### src/hdl/gwn_pkg.sv
// shared types, codes and sizes of the grid window nearest-node search
`timescale 1ns / 1ps
`default_nettype none

package gwn_pkg;

  localparam int GRID_SIDE  = 64;
  localparam int MAX_RADIUS = 15;

  localparam int COORD_W    = 6;
  localparam int RIN_W      = 4;
  localparam int OUT_DIST_W = 5;
  localparam int CELL_W     = 2;

  localparam int CELLS  = GRID_SIDE * GRID_SIDE;
  localparam int ADDR_W = $clog2(CELLS);
  localparam int GRID_W = $clog2(GRID_SIDE);
  localparam int RAD_W  = $clog2(MAX_RADIUS + 1);
  localparam int DIST_W = RAD_W + 1;
  localparam int BASE_W = (COORD_W > GRID_W) ? COORD_W : GRID_W;
  localparam int POS_W  = ((BASE_W > RAD_W + 1) ? BASE_W : RAD_W + 1) + 2;

  typedef enum logic [1:0] {
    CMD_CLEAR  = 2'd0,
    CMD_UPDATE = 2'd1,
    CMD_QUERY  = 2'd2
  } cmd_t;

  typedef enum logic [CELL_W-1:0] {
    CELL_EMPTY = 2'd0,
    CELL_FOOD  = 2'd1,
    CELL_FISH  = 2'd2
  } cell_t;

  typedef enum logic [2:0] {
    ST_IDLE,
    ST_CLEAR,
    ST_SCAN,
    ST_DRAIN,
    ST_REPORT
  } state_t;

  typedef struct packed {
    logic              en;
    logic [ADDR_W-1:0] addr;
    logic [CELL_W-1:0] data;
  } ram_wr_t;

  typedef struct packed {
    logic               clear;
    logic               valid;
    logic [COORD_W-1:0] x;
    logic [COORD_W-1:0] y;
    logic [DIST_W-1:0]  distance;
  } probe_t;

  typedef struct packed {
    logic               valid;
    logic [COORD_W-1:0] x;
    logic [COORD_W-1:0] y;
    logic [DIST_W-1:0]  distance;
  } best_t;

  typedef struct packed {
    logic                  found;
    logic [COORD_W-1:0]    x;
    logic [COORD_W-1:0]    y;
    logic                  kind;
    logic [OUT_DIST_W-1:0] distance;
  } pick_t;

endpackage

`default_nettype wire

### src/hdl/gwn_best.sv
// shared distance compare with the best fish and best food registers
`timescale 1ns / 1ps
`default_nettype none

module gwn_best (
  input  wire logic                       clk,
  input  wire logic                       rst,
  input  wire gwn_pkg::probe_t            probe,
  input  wire logic [gwn_pkg::CELL_W-1:0] cell_state,
  output gwn_pkg::pick_t                  pick
);

  import gwn_pkg::*;

  best_t fish, food;
  best_t tgt, upd;
  logic  is_fish;
  logic  take;

  // one compare serves whichever class the cell belongs to
  assign is_fish = (cell_state == CELL_FISH);
  assign tgt     = is_fish ? fish : food;
  assign take    = probe.valid && (cell_state != CELL_EMPTY) &&
                   (!tgt.valid || (probe.distance < tgt.distance));
  assign upd     = '{valid: 1'b1, x: probe.x, y: probe.y, distance: probe.distance};

  always_ff @(posedge clk) begin
    if (rst || probe.clear) begin
      fish <= '0;
      food <= '0;
    end else if (take) begin
      if (is_fish) begin
        fish <= upd;
      end else begin
        food <= upd;
      end
    end
  end

  always_comb begin
    pick = '0;
    if (fish.valid) begin
      pick.found    = 1'b1;
      pick.x        = fish.x;
      pick.y        = fish.y;
      pick.kind     = 1'b1;
      pick.distance = OUT_DIST_W'(fish.distance);
    end else if (food.valid) begin
      pick.found    = 1'b1;
      pick.x        = food.x;
      pick.y        = food.y;
      pick.distance = OUT_DIST_W'(food.distance);
    end
  end

endmodule

`default_nettype wire

### config.mk
export PLATFORM = sky130hd
export DESIGN_NAME = gwn_best
export DESIGN_NICKNAME = d
export VERILOG_FILES = /design/src/hdl/gwn_pkg.sv /design/src/hdl/gwn_best.sv
export SDC_FILE = /design/constraint.sdc
export NUM_CORES = 1
export LEC_CHECK = 0
export ABC_AREA = 1
export BUFFER_PORTS_ARGS = -buffer_cell sky130_fd_sc_hd__buf_4
export CORE_ASPECT_RATIO = 0.9
export CORE_UTILIZATION = 55
export CTS_CLUSTER_DIAMETER = 150
export CTS_CLUSTER_SIZE = 40
export DETAILED_ROUTE_END_ITERATION = 8
export GPL_ROUTABILITY_DRIVEN = 1
export PLACE_DENSITY = 0.87
export SYNTH_ARGS = -nofsm -noshare
export SYNTH_HDL_FRONTEND = slang
export SYNTH_SLANG_ARGS = --single-unit
### constraint.sdc
create_clock -name clk -period 3.1 [get_ports clk]
set_clock_uncertainty 0.2 [all_clocks]
set_input_delay 0.31 -clock clk [delete_from_list [all_inputs] [get_ports clk]]
set_output_delay 0.31 -clock clk [all_outputs]
set_load 0.01 [all_outputs]
* Word-level counts from Yosys, hierarchy flattened *
Index checks and enable logic that the tools add are counted.
Widths: inputs -> output; s select.

word-level totals
  logic and storage cells = 25
  output and inout port bits = 19
  bits of input ports = 23
  bits in registers = 36

operators by class
  eq/ne operators = 1
  muxes and demuxes = 6
  magnitude comparators = 1
  reductions and logical operators = 8
  bitwise operators = 1

operators with widths
  kind                count
  $mux 13             2
  $mux 18             1
  $mux 5              2
  $lt 5x5->1          1
  $reduce_and 2->1    2
  $eq 2x2->1 const B  1
  $logic_and 1x1->1   2
  $logic_or 1x1->1    2
  $reduce_bool 2->1   1
  $logic_not 1->1     1
  $mux 1              1
  $not 1->1           1

* Logic depth before layout (Yosys ltp) *
  depth in word-level cells = 6
  mapped depth = 17
  mapped depth without buffers = 14

* Worst setup path after synthesis *
Ideal clock, no wire load.

  path kind = input port to flip-flop
  from = in cell_state[0] (netlist bit)
  to = reg fish[12] (netlist bit)
  required time = 2836 ps
  setup time = 64 ps
  buffers on the path = 3
  arrival time = 2054 ps
  stages = 15
  setup slack = 782 ps
  cell sequence = inv_1 -> nand2_2 -> buf_6 -> clkbuf_1 -> o21ai_0 -> ha_1 -> a21o_1 -> nor2_1 -> nand2_1 -> nand2_4 -> nand3_4 -> buf_6 -> nand2_1 -> inv_2 -> nor2_1

on the way
  word-level cells in the longest chain between the ends = 6
  elaborated cells on any way between the ends = 9
  those cells by class = order compare (1); eq/ne (1); mux (1); reduce/logical (6)

RTL lines
  element                                               RTL line        source
  from (decl)                                           gwn_best.sv:9   input wire logic [gwn_pkg::CELL_W-1:0] cell_state,
  $eq 2x2->1                                            gwn_best.sv:21  assign is_fish = (cell_state == CELL_FISH);
  $mux 18                                               gwn_best.sv:22  assign tgt = is_fish ? fish : food;
  $lt 5x5->1 / $logic_not 1->1 (equally long branches)  gwn_best.sv:24  (!tgt.valid || (probe.distance < tgt.distance));
  $logic_or 1x1->1                                      gwn_best.sv:24
  $logic_and 1x1->1                                     gwn_best.sv:23  assign take = probe.valid && (cell_state != CELL_EMPTY) &&
  $reduce_and 2->1 (no source line) *                   --
  to (signal assigned)                                  gwn_best.sv:33  fish <= upd;
  to (decl)                                             gwn_best.sv:15  best_t fish, food;

Mark *: on every way between the ends. The rest lies on a longest branch, timed or not.
A chain may end at the register's enable or synchronous reset.

==> flow_metrics.tcl <==
set metrics [dict create \
    row_count 20 \
    hold_violations 0 \
    p_leak_uw 0.00126 \
    vias_per_cell 5.02 \
    dp_hpwl_um 3120 \
    overflow 0 \
    grt_max_degree 36 \
    syn_area_um2 2100 \
    cp-start-kind "register" \
    clock_sinks 36 \
    fin_crit_ps 2380 \
    grt_setup_unrepaired "no" \
    detailedRoute.firstIterationViolations 134 \
    ir_worst_vdd_uv 220 \
    stdcell_count 412 \
    gp_congestion 0.819 \
    wl_um 4700 \
    seq_area_um2 721 \
    io_buffers 41 \
    fin_ws_ps 719 \
    fill_cells 304 \
    cp_max_fo 17 \
    max_cap_viol_count 0 \
    p_clk_share_pct 32.2 \
    yosysSeqAreaShare_pct 34.3 \
    p_sw_share_pct 28.3 \
    placedCellCount 405 \
    cts_tree "built" \
    finalCritPeriodShare_pct 76.8 \
    clk_pin_slew_worst_paths_ps 70 \
    fin_util_pct 70.6 \
    drtAntennaViolNets 0 \
    wire_per_inst_um 11.4 \
    syn_inst 335 \
    worstHoldPathType "in -> reg" \
    clk_latency_ps 290 \
    ctsHoldBuffers 0 \
    nets 395 \
    cp.required_ps 2590 \
    p_int_uw 698 \
    syn_nets 362 \
    cp-end-kind "output port" \
    drtPass1Iterations 4 \
    max-slew-margin-rel_pct 49.4 \
    num_io_pins 42 \
    synth_area_per_cell_um2 6.26 \
    cp_data_arrival_time_ps 1870 \
    grt_pass1_vias 1845 \
    combPwrFrac_pct 18.4 \
    multi_input_area_um2 936 \
    place_area_um2 2390 \
    critPathKind "reg -> out" \
    vias 2067 \
    n_antenna_cell 0 \
    cts_setup_buffers 0 \
    cts_made_buffers 5 \
    synth.top_cell.area_share_pct 34.3 \
    area_growth_pct 17.8 \
    power_switching_uw 276 \
    finalMaxSlewViolations 0 \
    initial_utilization_pct 59.9 \
    h-tree-depth 2 \
    drc_errors 0 \
    ctsResizeCount 0 \
    synth_top_area_cell "dfxtp_1" \
    antenna_found_initial 0 \
    max_freq_ghz 0.420 \
    yosys-top-cells-area "dfxtp_1 34%, inv_1 16%, nand2_1 14%" \
    powerDensity_nw_per_um2 394 \
    cts_root_buf "clkbuf_8" \
    coreArea_um2 3500 \
    die_h_um 60.6 \
    dieArea_um2 4070 \
    drive_above_1_share_pct 16.6 \
    ys_warn_count 0 \
    grt.total_usage_pct 26.4 \
    status "finished, final reports clean" \
    ys_ff_latch 36 \
    pre_cts_slack_ps 631 \
    postLayoutCellArea_um2 2470 \
    grt_first_pass_wirelength_um 7930 \
    tightest_slew_ps 758 \
    die_x_um 67.1 \
    fin_setup_tns_ps 0 \
    ys_types 22 \
    clk_path_buf_depth 2 \
    pwr-share-seq_pct 49.4 \
    finalSetupViolCount 0 \
]
[worst paths after layout]
kind                                 from        to  slack (ps)  cells after the start
worst max-delay path             fish[17]   pick[6]         720                      4
worst min-delay path            probe[16]  food[16]         150                      5
worst max register to register    food[2]  food[15]         840                     13
worst min register to register   food[17]  food[17]         310                      2
[area by class of cell]
class	count	share of cell area, %
clock inverter	1	0.202
multi-input combinational	189	37.9
sequential	36	29.1
clock buffer	6	2.94
timing repair buffer	46	14.0
tap	44	2.23
inverter	90	13.7
[flip-flops by register name (all words and copies together), names as in the netlist]
signal and cells:
fish 18, food 18
[stage by stage]
| stage | hold slack [ps] | power [uW] |
|---|---|---|
| finish | 151 | 974 |
| global route | 172 | 1030 |
| CTS | 148 | 980 |
| detailed placement | 297 | 668 |
| global placement | 291 | 664 |
| floorplan | 260 | 620 |
[placed cells by master (no fill, tap or decap), types with 4 or more instances in the layout]
cell type  netlist  final
inv_1           87     87
nand2_1         80     80
buf_4            1     46
o21ai_0          4      4
nor2_1          38     37
nand4_1         34     34
dfxtp_1         36     36
o22ai_1         17     17
clkbuf_8         0      5
ha_1             4      4
[routing by layer]
| metal | share of wire [%] | global-route usage (%) | wire [um] | vias up |
|---|---|---|---|---|
| li1 | - | - | - | 1083 |
| met1 | 48 | 31.7 | 2240 | 921 |
| met2 | 46 | 44.7 | 2160 | 56 |
| met3 | 5.2 | 8.08 | 244 | 7 |
| met4 | 1.2 | 9.12 | 57 | 0 |
| met5 | 0 | 0 | 0 | - |
[Yosys cell counts (all sizes together)]
| master | number |
|---|---|
| dfxtp | 36 |
| o22ai | 17 |
| buf | 10 |
| nand4 | 34 |
| a21oi | 3 |
| clkbuf | 10 |
| nand3 | 4 |
| a21o | 1 |
| o21ai | 5 |
| inv | 90 |
| ha | 4 |
| o21a | 1 |
| nor2 | 38 |
| nand2 | 82 |
[power by group through the flow]
stage	Clock (uW)	Combinational (uW)	Sequential (uW)
CTS	321	178	481
finish	314	179	481
floorplan	0	130	490
global placement	0	173	491
global route	346	203	482
detailed placement	0	177	491
[worst max-delay path, stage by stage, from the launching register on]
cell and delay (ps):
dfxtp_1 310, inv_1 290, nand2_1 490, o22ai_1 320, buf_4 170
[cell families after synthesis]
logic type,Yosys count,share of synthesized area (%)
simple gates,158,34.2
fa+ha+maj,4,2.39
compound gates,27,7.87
flops,36,34.3
buf+inv,110,21.2
Note: power is estimated with default switching activity, not from simulation.
