`config.mk`:
```
export PLATFORM = sky130hd
export DESIGN_NAME = gwn_ctrl
export DESIGN_NICKNAME = d
export VERILOG_FILES = /design/src/hdl/gwn_pkg.sv /design/src/hdl/gwn_ctrl.sv
export SDC_FILE = /design/constraint.sdc
export NUM_CORES = 1
export LEC_CHECK = 0
export ABC_AREA = 1
export BUFFER_PORTS_ARGS = -buffer_cell sky130_fd_sc_hd__clkbuf_2
export CAP_MARGIN = 20
export CELL_PAD_IN_SITES_DETAIL_PLACEMENT = 1
export CELL_PAD_IN_SITES_GLOBAL_PLACEMENT = 1
export CORE_MARGIN = 1.5
export CORE_UTILIZATION = 30
export DETAILED_ROUTE_END_ITERATION = 10
export PLACE_DENSITY_LB_ADDON = 0.1
export SETUP_SLACK_MARGIN = 0.05
export SLEW_MARGIN = 5
export SYNTH_ARGS = -nofsm -noshare
export SYNTH_HDL_FRONTEND = slang
export SYNTH_SLANG_ARGS = --single-unit
export TNS_END_PERCENT = 10
```
`constraint.sdc`:
```
create_clock -name clk -period 3.6 [get_ports clk]
set_clock_uncertainty 0.1 [all_clocks]
set_input_delay 0.9 -clock clk [delete_from_list [all_inputs] [get_ports clk]]
set_output_delay 0.9 -clock clk [all_outputs]
set_load 0.01 [all_outputs]
```
`src/hdl/gwn_pkg.sv`:
```
// shared types, codes and sizes of the grid window nearest-node search
`timescale 1ns / 1ps
`default_nettype none

package gwn_pkg;

  localparam int GRID_SIDE  = 64;
  localparam int MAX_RADIUS = 15;

  localparam int COORD_W    = 6;
  localparam int RIN_W      = 4;
  localparam int OUT_DIST_W = 5;
  localparam int CELL_W     = 2;

  localparam int CELLS  = GRID_SIDE * GRID_SIDE;
  localparam int ADDR_W = $clog2(CELLS);
  localparam int GRID_W = $clog2(GRID_SIDE);
  localparam int RAD_W  = $clog2(MAX_RADIUS + 1);
  localparam int DIST_W = RAD_W + 1;
  localparam int BASE_W = (COORD_W > GRID_W) ? COORD_W : GRID_W;
  localparam int POS_W  = ((BASE_W > RAD_W + 1) ? BASE_W : RAD_W + 1) + 2;

  typedef enum logic [1:0] {
    CMD_CLEAR  = 2'd0,
    CMD_UPDATE = 2'd1,
    CMD_QUERY  = 2'd2
  } cmd_t;

  typedef enum logic [CELL_W-1:0] {
    CELL_EMPTY = 2'd0,
    CELL_FOOD  = 2'd1,
    CELL_FISH  = 2'd2
  } cell_t;

  typedef enum logic [2:0] {
    ST_IDLE,
    ST_CLEAR,
    ST_SCAN,
    ST_DRAIN,
    ST_REPORT
  } state_t;

  typedef struct packed {
    logic              en;
    logic [ADDR_W-1:0] addr;
    logic [CELL_W-1:0] data;
  } ram_wr_t;

  typedef struct packed {
    logic               clear;
    logic               valid;
    logic [COORD_W-1:0] x;
    logic [COORD_W-1:0] y;
    logic [DIST_W-1:0]  distance;
  } probe_t;

  typedef struct packed {
    logic               valid;
    logic [COORD_W-1:0] x;
    logic [COORD_W-1:0] y;
    logic [DIST_W-1:0]  distance;
  } best_t;

  typedef struct packed {
    logic                  found;
    logic [COORD_W-1:0]    x;
    logic [COORD_W-1:0]    y;
    logic                  kind;
    logic [OUT_DIST_W-1:0] distance;
  } pick_t;

endpackage

`default_nettype wire

```
`src/hdl/gwn_ctrl.sv`:
```
// sequencer: command decode, clearing sweep and window scan address generation
`timescale 1ns / 1ps
`default_nettype none

module gwn_ctrl (
  input  wire logic                        clk,
  input  wire logic                        rst,
  input  wire logic                        start,
  input  wire logic [1:0]                  command,
  input  wire logic [gwn_pkg::COORD_W-1:0] cell_x,
  input  wire logic [gwn_pkg::COORD_W-1:0] cell_y,
  input  wire logic                        node_kind,
  input  wire logic                        has_stock,
  input  wire logic [gwn_pkg::RIN_W-1:0]   search_radius,
  output logic                             busy,
  output logic                             done,
  output gwn_pkg::ram_wr_t                 wr,
  output logic [gwn_pkg::ADDR_W-1:0]       rd_addr,
  output gwn_pkg::probe_t                  probe
);

  import gwn_pkg::*;

  state_t                    state, state_next;
  logic [ADDR_W-1:0]         clr_cnt, clr_cnt_next;
  logic [COORD_W-1:0]        cx, cx_next;
  logic [COORD_W-1:0]        cy, cy_next;
  logic [RAD_W-1:0]          r, r_next;
  logic signed [RAD_W:0]     dx, dx_next;
  logic signed [RAD_W:0]     dy, dy_next;
  logic                      pr_valid, pr_valid_next;
  logic [COORD_W-1:0]        pr_x, pr_x_next;
  logic [COORD_W-1:0]        pr_y, pr_y_next;
  logic [DIST_W-1:0]         pr_dist, pr_dist_next;
  logic                      pr_clear;

  logic [RAD_W-1:0]          r_in;
  logic signed [RAD_W:0]     r_s;
  logic signed [RAD_W:0]     r_in_s;
  logic signed [POS_W-1:0]   x_pos;
  logic signed [POS_W-1:0]   y_pos;
  logic [RAD_W:0]            dx_abs;
  logic [RAD_W:0]            dy_abs;
  logic                      in_grid;
  logic                      upd_ok;

  // saturated radius of the incoming query
  assign r_in   = (int'(search_radius) > MAX_RADIUS) ? RAD_W'(MAX_RADIUS)
                                                     : RAD_W'(search_radius);
  assign r_in_s = signed'({1'b0, r_in});
  assign r_s    = signed'({1'b0, r});

  // current probe position and distance
  assign x_pos   = POS_W'(signed'({1'b0, cx})) + POS_W'(dx);
  assign y_pos   = POS_W'(signed'({1'b0, cy})) + POS_W'(dy);
  assign in_grid = (x_pos >= 0) && (x_pos < POS_W'(GRID_SIDE)) &&
                   (y_pos >= 0) && (y_pos < POS_W'(GRID_SIDE));
  assign dx_abs  = dx[RAD_W] ? unsigned'(-dx) : unsigned'(dx);
  assign dy_abs  = dy[RAD_W] ? unsigned'(-dy) : unsigned'(dy);
  assign rd_addr = ADDR_W'(y_pos) * ADDR_W'(GRID_SIDE) + ADDR_W'(x_pos);

  assign upd_ok = (int'(cell_x) < GRID_SIDE) && (int'(cell_y) < GRID_SIDE);

  always_ff @(posedge clk) begin
    if (rst) begin
      state    <= ST_CLEAR;
      clr_cnt  <= '0;
      pr_valid <= 1'b0;
    end else begin
      state    <= state_next;
      clr_cnt  <= clr_cnt_next;
      pr_valid <= pr_valid_next;
    end
  end

  always_ff @(posedge clk) begin
    cx      <= cx_next;
    cy      <= cy_next;
    r       <= r_next;
    dx      <= dx_next;
    dy      <= dy_next;
    pr_x    <= pr_x_next;
    pr_y    <= pr_y_next;
    pr_dist <= pr_dist_next;
  end

  always_comb begin
    state_next    = state;
    clr_cnt_next  = clr_cnt;
    cx_next       = cx;
    cy_next       = cy;
    r_next        = r;
    dx_next       = dx;
    dy_next       = dy;
    pr_valid_next = 1'b0;
    pr_x_next     = x_pos[COORD_W-1:0];
    pr_y_next     = y_pos[COORD_W-1:0];
    pr_dist_next  = DIST_W'(dx_abs) + DIST_W'(dy_abs);
    wr            = '0;
    busy          = (state != ST_IDLE);
    done          = 1'b0;
    pr_clear      = 1'b0;

    unique case (state)
      ST_IDLE: begin
        if (start) begin
          case (command)
            CMD_CLEAR: begin
              clr_cnt_next = '0;
              state_next   = ST_CLEAR;
            end
            CMD_UPDATE: begin
              wr.en   = upd_ok;
              wr.addr = ADDR_W'(cell_y) * ADDR_W'(GRID_SIDE) + ADDR_W'(cell_x);
              wr.data = !has_stock ? CELL_EMPTY : (node_kind ? CELL_FISH : CELL_FOOD);
            end
            CMD_QUERY: begin
              cx_next    = cell_x;
              cy_next    = cell_y;
              r_next     = r_in;
              dx_next    = -r_in_s;
              dy_next    = -r_in_s;
              pr_clear   = 1'b1;
              state_next = ST_SCAN;
            end
            default: begin
            end
          endcase
        end
      end
      ST_CLEAR: begin
        wr.en   = 1'b1;
        wr.addr = clr_cnt;
        wr.data = CELL_EMPTY;
        if (clr_cnt == ADDR_W'(CELLS - 1)) begin
          state_next = ST_IDLE;
        end else begin
          clr_cnt_next = clr_cnt + 1'b1;
        end
      end
      ST_SCAN: begin
        pr_valid_next = in_grid;
        if (dx == r_s) begin
          dx_next = -r_s;
          if (dy == r_s) begin
            state_next = ST_DRAIN;
          end else begin
            dy_next = dy + 1'b1;
          end
        end else begin
          dx_next = dx + 1'b1;
        end
      end
      ST_DRAIN: begin
        state_next = ST_REPORT;
      end
      ST_REPORT: begin
        done       = 1'b1;
        state_next = ST_IDLE;
      end
      default: begin
        state_next = ST_IDLE;
      end
    endcase
  end

  assign probe.clear    = pr_clear;
  assign probe.valid    = pr_valid;
  assign probe.x        = pr_x;
  assign probe.y        = pr_y;
  assign probe.distance = pr_dist;

endmodule

`default_nettype wire

```
# Word-level counts from Yosys, hierarchy flattened
# Cells that the tools add are included.
[totals] ram_bits=0 reg_bits=59 latchBits=0 n_memories=0 rom_bits=0 wordCells=88 in_bits=23 out_inout_bits=48
[op_classes] multipliers=0 n_mux=28 n_reduce_logical=14 n_eq_ne=18 n_div=0 addsub=12 n_lt_le_gt_ge=4 shifts=0 n_bitwise=1
[ops] op="$mux W12" count=3
[ops] op="$mux W5" count=7
[ops] op="$mux W15" count=2
[ops] op="$pmux W15 S2" count=1
[ops] op="$pmux W12 S2" count=1
[ops] op="$pmux W5 S2" count=2
[ops] op="$add A7 B5 Y8" count=2
[ops] op="$ge A8 B1 Y1 const B" count=2
[ops] op="$lt A8 B8 Y1 const B" count=2
[ops] op="$add A12 B1 Y12 const B" count=1
[ops] op="$add A12 B6 Y12" count=1
[ops] op="$add A12 B8 Y12" count=1
[ops] op="$eq A12 B12 Y1 const B" count=1
[ops] op="$mux W3" count=4
[ops] op="$ne A2 B2 Y1 const B" count=6
[ops] op="$pmux W3 S4" count=1
[ops] op="$add A5 B1 Y5 const B" count=2
[ops] op="$eq A5 B5 Y1" count=2
[ops] op="$neg A4 Y5" count=2
[ops] op="$neg A5 Y5" count=2
[ops] op="$reduce_and A5 Y1" count=2
[ops] op="$eq A3 B2 Y1 const B" count=2
[ops] op="$pmux W3 S2" count=1
[ops] op="$reduce_and A3 Y1" count=2
[ops] op="other kinds (17)" count=25

# Logic depth before layout (Yosys ltp)
[depth] word_depth=5 ltp_mapped=18 ltp_nobuf=18

# Worst setup path before layout
# Ideal clock, no wire load.
[synth_path] path_kind="reg-to-output" start="reg dx[0]" end="out rd_addr[10] in the netlist's numbering" arrival_time_ps=2339 t_required_ps=2600 stages_incl_launch_ff=17 path_slack_ps=261 path_cell_list="edfxtp_1 > ha_1 > fa_1 > nand3_1 > nand2_1 > a21oi_1 > o21bai_1 > xor2_1 > inv_1 > ha_1 > ha_1 > inv_1 > nand2_1 > nand2_1 > nand2_1 > nand2_1 > nand2_1"
[synth_between] elab_chain_len=2
[synth_rtl] item="start: declaration" line_no="gwn_ctrl.sv:29" text="logic signed [RAD_W:0] dx, dx_next;"
[synth_rtl] item="start signal: assignment" line_no="gwn_ctrl.sv:80" text="dx <= dx_next;"
[synth_rtl] item="$add A7 B5 Y8" line_no="gwn_ctrl.sv:54" text="assign x_pos = POS_W'(signed'({1'b0, cx})) + POS_W'(dx);"
[synth_rtl] item="$add A12 B8 Y12" line_no="gwn_ctrl.sv:60" text="assign rd_addr = ADDR_W'(y_pos) * ADDR_W'(GRID_SIDE) + ADDR_W'(x_pos);"
[synth_rtl] item="end: declaration" line_no="gwn_ctrl.sv:18" text="output logic [gwn_pkg::ADDR_W-1:0] rd_addr,"
# Every way passes these cells.

# Worst setup path in the final report
[layout_path] start="reg dx[0]" end="reg pr_valid"
[layout_between] elab_chain_len=5
[layout_rtl] item="$add A7 B5 Y8 (*)" line_no="gwn_ctrl.sv:54"
[layout_rtl] item="$ge A8 B1 Y1 or $lt A8 B8 Y1 (tied branches)" line_no="gwn_ctrl.sv:56" text="assign in_grid = (x_pos >= 0) && (x_pos < POS_W'(GRID_SIDE)) &&"
[layout_rtl] item="$logic_and A1 B1 Y1 (*) (2 in a row)" line_no="gwn_ctrl.sv:56"
[layout_rtl] item="$logic_and A1 B1 Y1 (*)" line_no="gwn_ctrl.sv:57" text="(y_pos >= 0) && (y_pos < POS_W'(GRID_SIDE));"
[layout_rtl] item="end signal: assignment" line_no="gwn_ctrl.sv:72" text="pr_valid <= pr_valid_next;"
[layout_rtl] item="end: declaration" line_no="gwn_ctrl.sv:31" text="logic pr_valid, pr_valid_next;"
# Every way passes the cells marked *; elsewhere a longest branch is shown, timed or not.
# A chain may end at the register's enable or synchronous reset.

==> metrics.log <==
INFO  metric critical_path.top_delay_family = buffers and inverters
INFO  metric synthArstFlopShare = 0%
INFO  metric hold_path_startpoint = state[1]
INFO  metric cts_max_path_buffers = 2
INFO  metric synthDominantAreaCellType = edfxtp_1
INFO  metric critical_path.startpoint = dx[0]
INFO  metric synthMostInstantiatedCell = nand2_1
INFO  metric detailedPlacementHpwl = 8590 µm
INFO  metric cp-end-kind = flop
INFO  metric start_kind = flop
INFO  metric cpMostUsedCell = buf_4
INFO  metric r2r-end = pr_valid
INFO  metric final_net_count = 618
INFO  metric timing.final.ws_setup = -0.0900 ns
INFO  metric critPathBufInv = 16
INFO  metric io_pins = 71
INFO  metric layout_min_cycle_time = 3.69 ns
INFO  metric slew_viol_final = 0
INFO  metric detail_route.iter0.violations = 106
INFO  metric die-height = 114 µm
INFO  metric cts.htree.levels = 3
INFO  metric syn_to_final_growth = 31.3%
INFO  metric timing.critical_path.slowest_stage_cell = edfxtp_1
INFO  metric clock.fmax = between 0.2 and 0.3 GHz
INFO  metric post_synth.cell_area_avg = 8.07 µm²
INFO  metric layout.cells.non_filler = 717
INFO  metric dpl.cell_count = 679
INFO  metric synth.top_cell.area_share = 21.1%
INFO  metric clk_pin_slew_worst_paths = 0.05 ns
INFO  metric cts.sink_count = 59
INFO  metric r2r_setup_slack = -0.09 ns
INFO  metric hold_violations = 0
INFO  metric die-area = ~13000 µm²
INFO  metric synthesis.instances = 459
INFO  metric power_switching = ~0.00035 W
INFO  metric post-route-drc-count = 0
INFO  metric post_drt_via_cell_ratio = 4.71
INFO  metric rsz0062_at_grt = yes
INFO  metric hold_class = reg -> reg
INFO  metric r2r_cells = 24
INFO  metric internal_power = 0.00126 W
INFO  metric synth_enable_flop_cells = 26
INFO  metric post-layout-total-power = 0.00161 W
INFO  metric worstSetupPathDepth = 24
INFO  metric worstReg2RegStart = dx[0]
INFO  metric grt_usage = 17.9%
INFO  metric ys_seq_area_share = 38.9%
INFO  metric die_width = ~110 µm
INFO  metric pwr-share-seq = between 40 and 50%
INFO  metric worst-setup-path-type = reg -> reg
INFO  metric synth_ff_type = dfxtp_1
INFO  metric initial_core_util = 30.8%
INFO  metric number_of_antenna_violations_at_the_first_check_in_global_routing = 0
INFO  metric cellPowerDensity = 330 nW/µm²
INFO  metric clock_latency = 0.34 ns
INFO  metric fillerInstances = 1465
INFO  metric combinational_fraction_of_design_power = around 3.6%
INFO  metric route.antenna.remaining_nets = 0
INFO  metric static-leakage-power = 2.26 nW
INFO  metric synthesis.area = 3700 µm²
INFO  metric layout_worst_path_cycle_share = 103%
INFO  metric arrival = 3.84 ns
INFO  metric max-slew-margin-rel = 65.4%
INFO  metric ys.warnings.count = 0
INFO  metric cts.hold.buffers_added = 0
INFO  metric wl_per_cell = between 15 and 20 µm
INFO  metric pwr-share-clk = 52.5%
INFO  metric violations_in_the_final_reports = setup timing
INFO  metric sequence_of_cells_on_the_critical_path = ha_2 -> fa_2 -> nand3_2 -> nand2_2 -> a21oi_2 -> o21bai_1 -> xor2_1 -> inv_2 -> buf_4 -> buf_4 -> buf_4 -> buf_4 -> buf_4 -> buf_4 -> buf_4 -> buf_4 -> buf_4 -> buf_4 -> buf_4 -> buf_4 -> buf_4 -> buf_4 -> buf_4 -> nor3_2
INFO  metric rows = 40
INFO  metric cts_inserted_buffers = 9
INFO  metric swShare = between 20% and 30%
INFO  metric worst_ir_drop_vdd = 199 µV
INFO  metric syn-num-nets = a little over 500
INFO  metric finalSetupViolCount = 4
INFO  metric drt-total-wl = 10900 µm
INFO  metric worst-path-max-fanout = 2
INFO  metric n_antenna_cell = 0
INFO  metric synth-seq-cells = 59
INFO  metric tritoncts = done
INFO  metric detailedRoute.firstPassIterationCount = 4
INFO  metric core_area = approximately 12000 µm²
INFO  metric cts_root_buffer = clkbuf_16
INFO  metric globalRouteOverflowTotal = 0
INFO  metric netlist_top_cells_area = edfxtp_1 (21%), dfxtp_1 (18%), ha_1 (9.1%)
INFO  metric max_slew.worst_pin.slew = 0.515 ns
INFO  metric run_status = complete, but fails checks
INFO  metric routed-via-count = 3374
INFO  metric timing.critical_path.to = pr_valid
INFO  metric grt_pass1_wl = 17800 µm
INFO  metric first_global_vias = between 3000 and 4000
INFO  metric numPortBuffers = 70
INFO  metric maxCapViolations = 0
INFO  metric cp_slowest_stage_delay = 0.39 ns
INFO  metric grt_max_degree = 17
INFO  metric final_layout_size_suffix_gt1_share = approximately 29%
INFO  metric critPathRequiredTime = between 3 and 4 ns
INFO  metric synth.lib_cells_used.distinct = 43
INFO  metric netlist_top_cells_count = nand2_1 (90), inv_1 (65), nor2_1 (37)
INFO  metric gpl.final_weighted_congestion = 0.809
## through the flow
| stage | util [%] | TNS, ns | setup WS [ns] | hold slack [ns] | cell area (µm²) |
|---|---|---|---|---|---|
| 6_report | 40.5 | -0.209 | -0.0900 | 0.404 | 4860 |
| 5_1_grt | 40.5 | -1.04 | -0.250 | 0.434 | 4860 |
| 4_1_cts | 40.0 | -0.220 | -0.121 | 0.408 | 4810 |
| 3_5_place_dp | 35.5 | 0 | 0.0516 | 0.393 | 4270 |
| 3_3_place_gp | 35.5 | 0 | 0.147 | 0.381 | 4270 |
| 2_1_floorplan | - | 0 | 0.261 | 0.349 | 3700 |
## metal layers
layer  track usage [%]  vias up  share of wire, %
met5                 0        -                 0
li1                  -     1736                 -
met1              21.3     1572                45
met2              32.4       55                50
met4              5.42        0               1.5
met3              3.92       11               2.9
## what timing repair did
action / CTS / global route
endpoints found under the setup margin: 5 / 6
buffers inserted: 19 / 3
resized for setup: 22 / 11
pin swaps: 12 / 5
## area by class of cell
class / count / area [µm²] / share of cell area [%]
timing repair buffer: 101 / 587 / 12.1
tap: 147 / 184 / 3.78
clock inverter: 5 / 55.1 / 1.13
clock buffer: 11 / 233 / 4.79
sequential: 59 / 1440 / 29.6
multi-input combinational: 324 / 2100 / 43.2
inverter: 70 / 263 / 5.40
## power groups by stage
stage | sequential, W | combinational [W] | clock, W
2_1_floorplan | 0.000718 | 0.0000282 | 0
3_3_place_gp | 0.000718 | 0.0000590 | 0
3_5_place_dp | 0.000719 | 0.0000601 | 0
4_1_cts | 0.000705 | 0.0000602 | 0.000867
5_1_grt | 0.000705 | 0.0000677 | 0.000891
6_report | 0.000705 | 0.0000584 | 0.000842
## sequential cells by signal, indices dropped and copies added (netlist names)
name,count
cy,6
dy,5
pr_y,6
r,4
state,3
cx,6
clr_cnt,12
pr_dist,5
dx,5
pr_valid,1
pr_x,6
## tightest hold or removal path, cell delays in order (launching register included)
cell and delay, ns:
dfxtp_1 0.34, nand2_1 0.08, nor3_1 0.04
## cell usage in the layout (no fill, tap or decap), types with 19 or more instances in the layout
cell / synthesis / final
dfxtp_1: 33 / 33
buf_4: 2 / 30
edfxtp_1: 26 / 26
inv_1: 65 / 63
nand2_1: 90 / 83
nand3_1: 33 / 29
ha_1: 27 / 21
clkbuf_2: 0 / 68
a21oi_1: 24 / 21
xor2_1: 19 / 19
nor2_1: 37 / 36
## kinds of logic after synthesis
kind of cell	after synthesis	synth area share [%]
simple gates	202	25.5
buf+inv	76	8.11
xor+xnor	28	6.62
compound gates	64	10.1
fa+ha+maj	30	10.7
flops	59	38.9
## how the worst min path moves through the flow
stage | cells past startpoint | endpoint
global route | 1 | state[2]
global placement | 2 | state[2]
floorplan | 2 | state[2]
finish | 2 | state[2]
CTS | 2 | state[2]
detailed placement | 2 | state[2]
(Power assumes the default switching activity.)
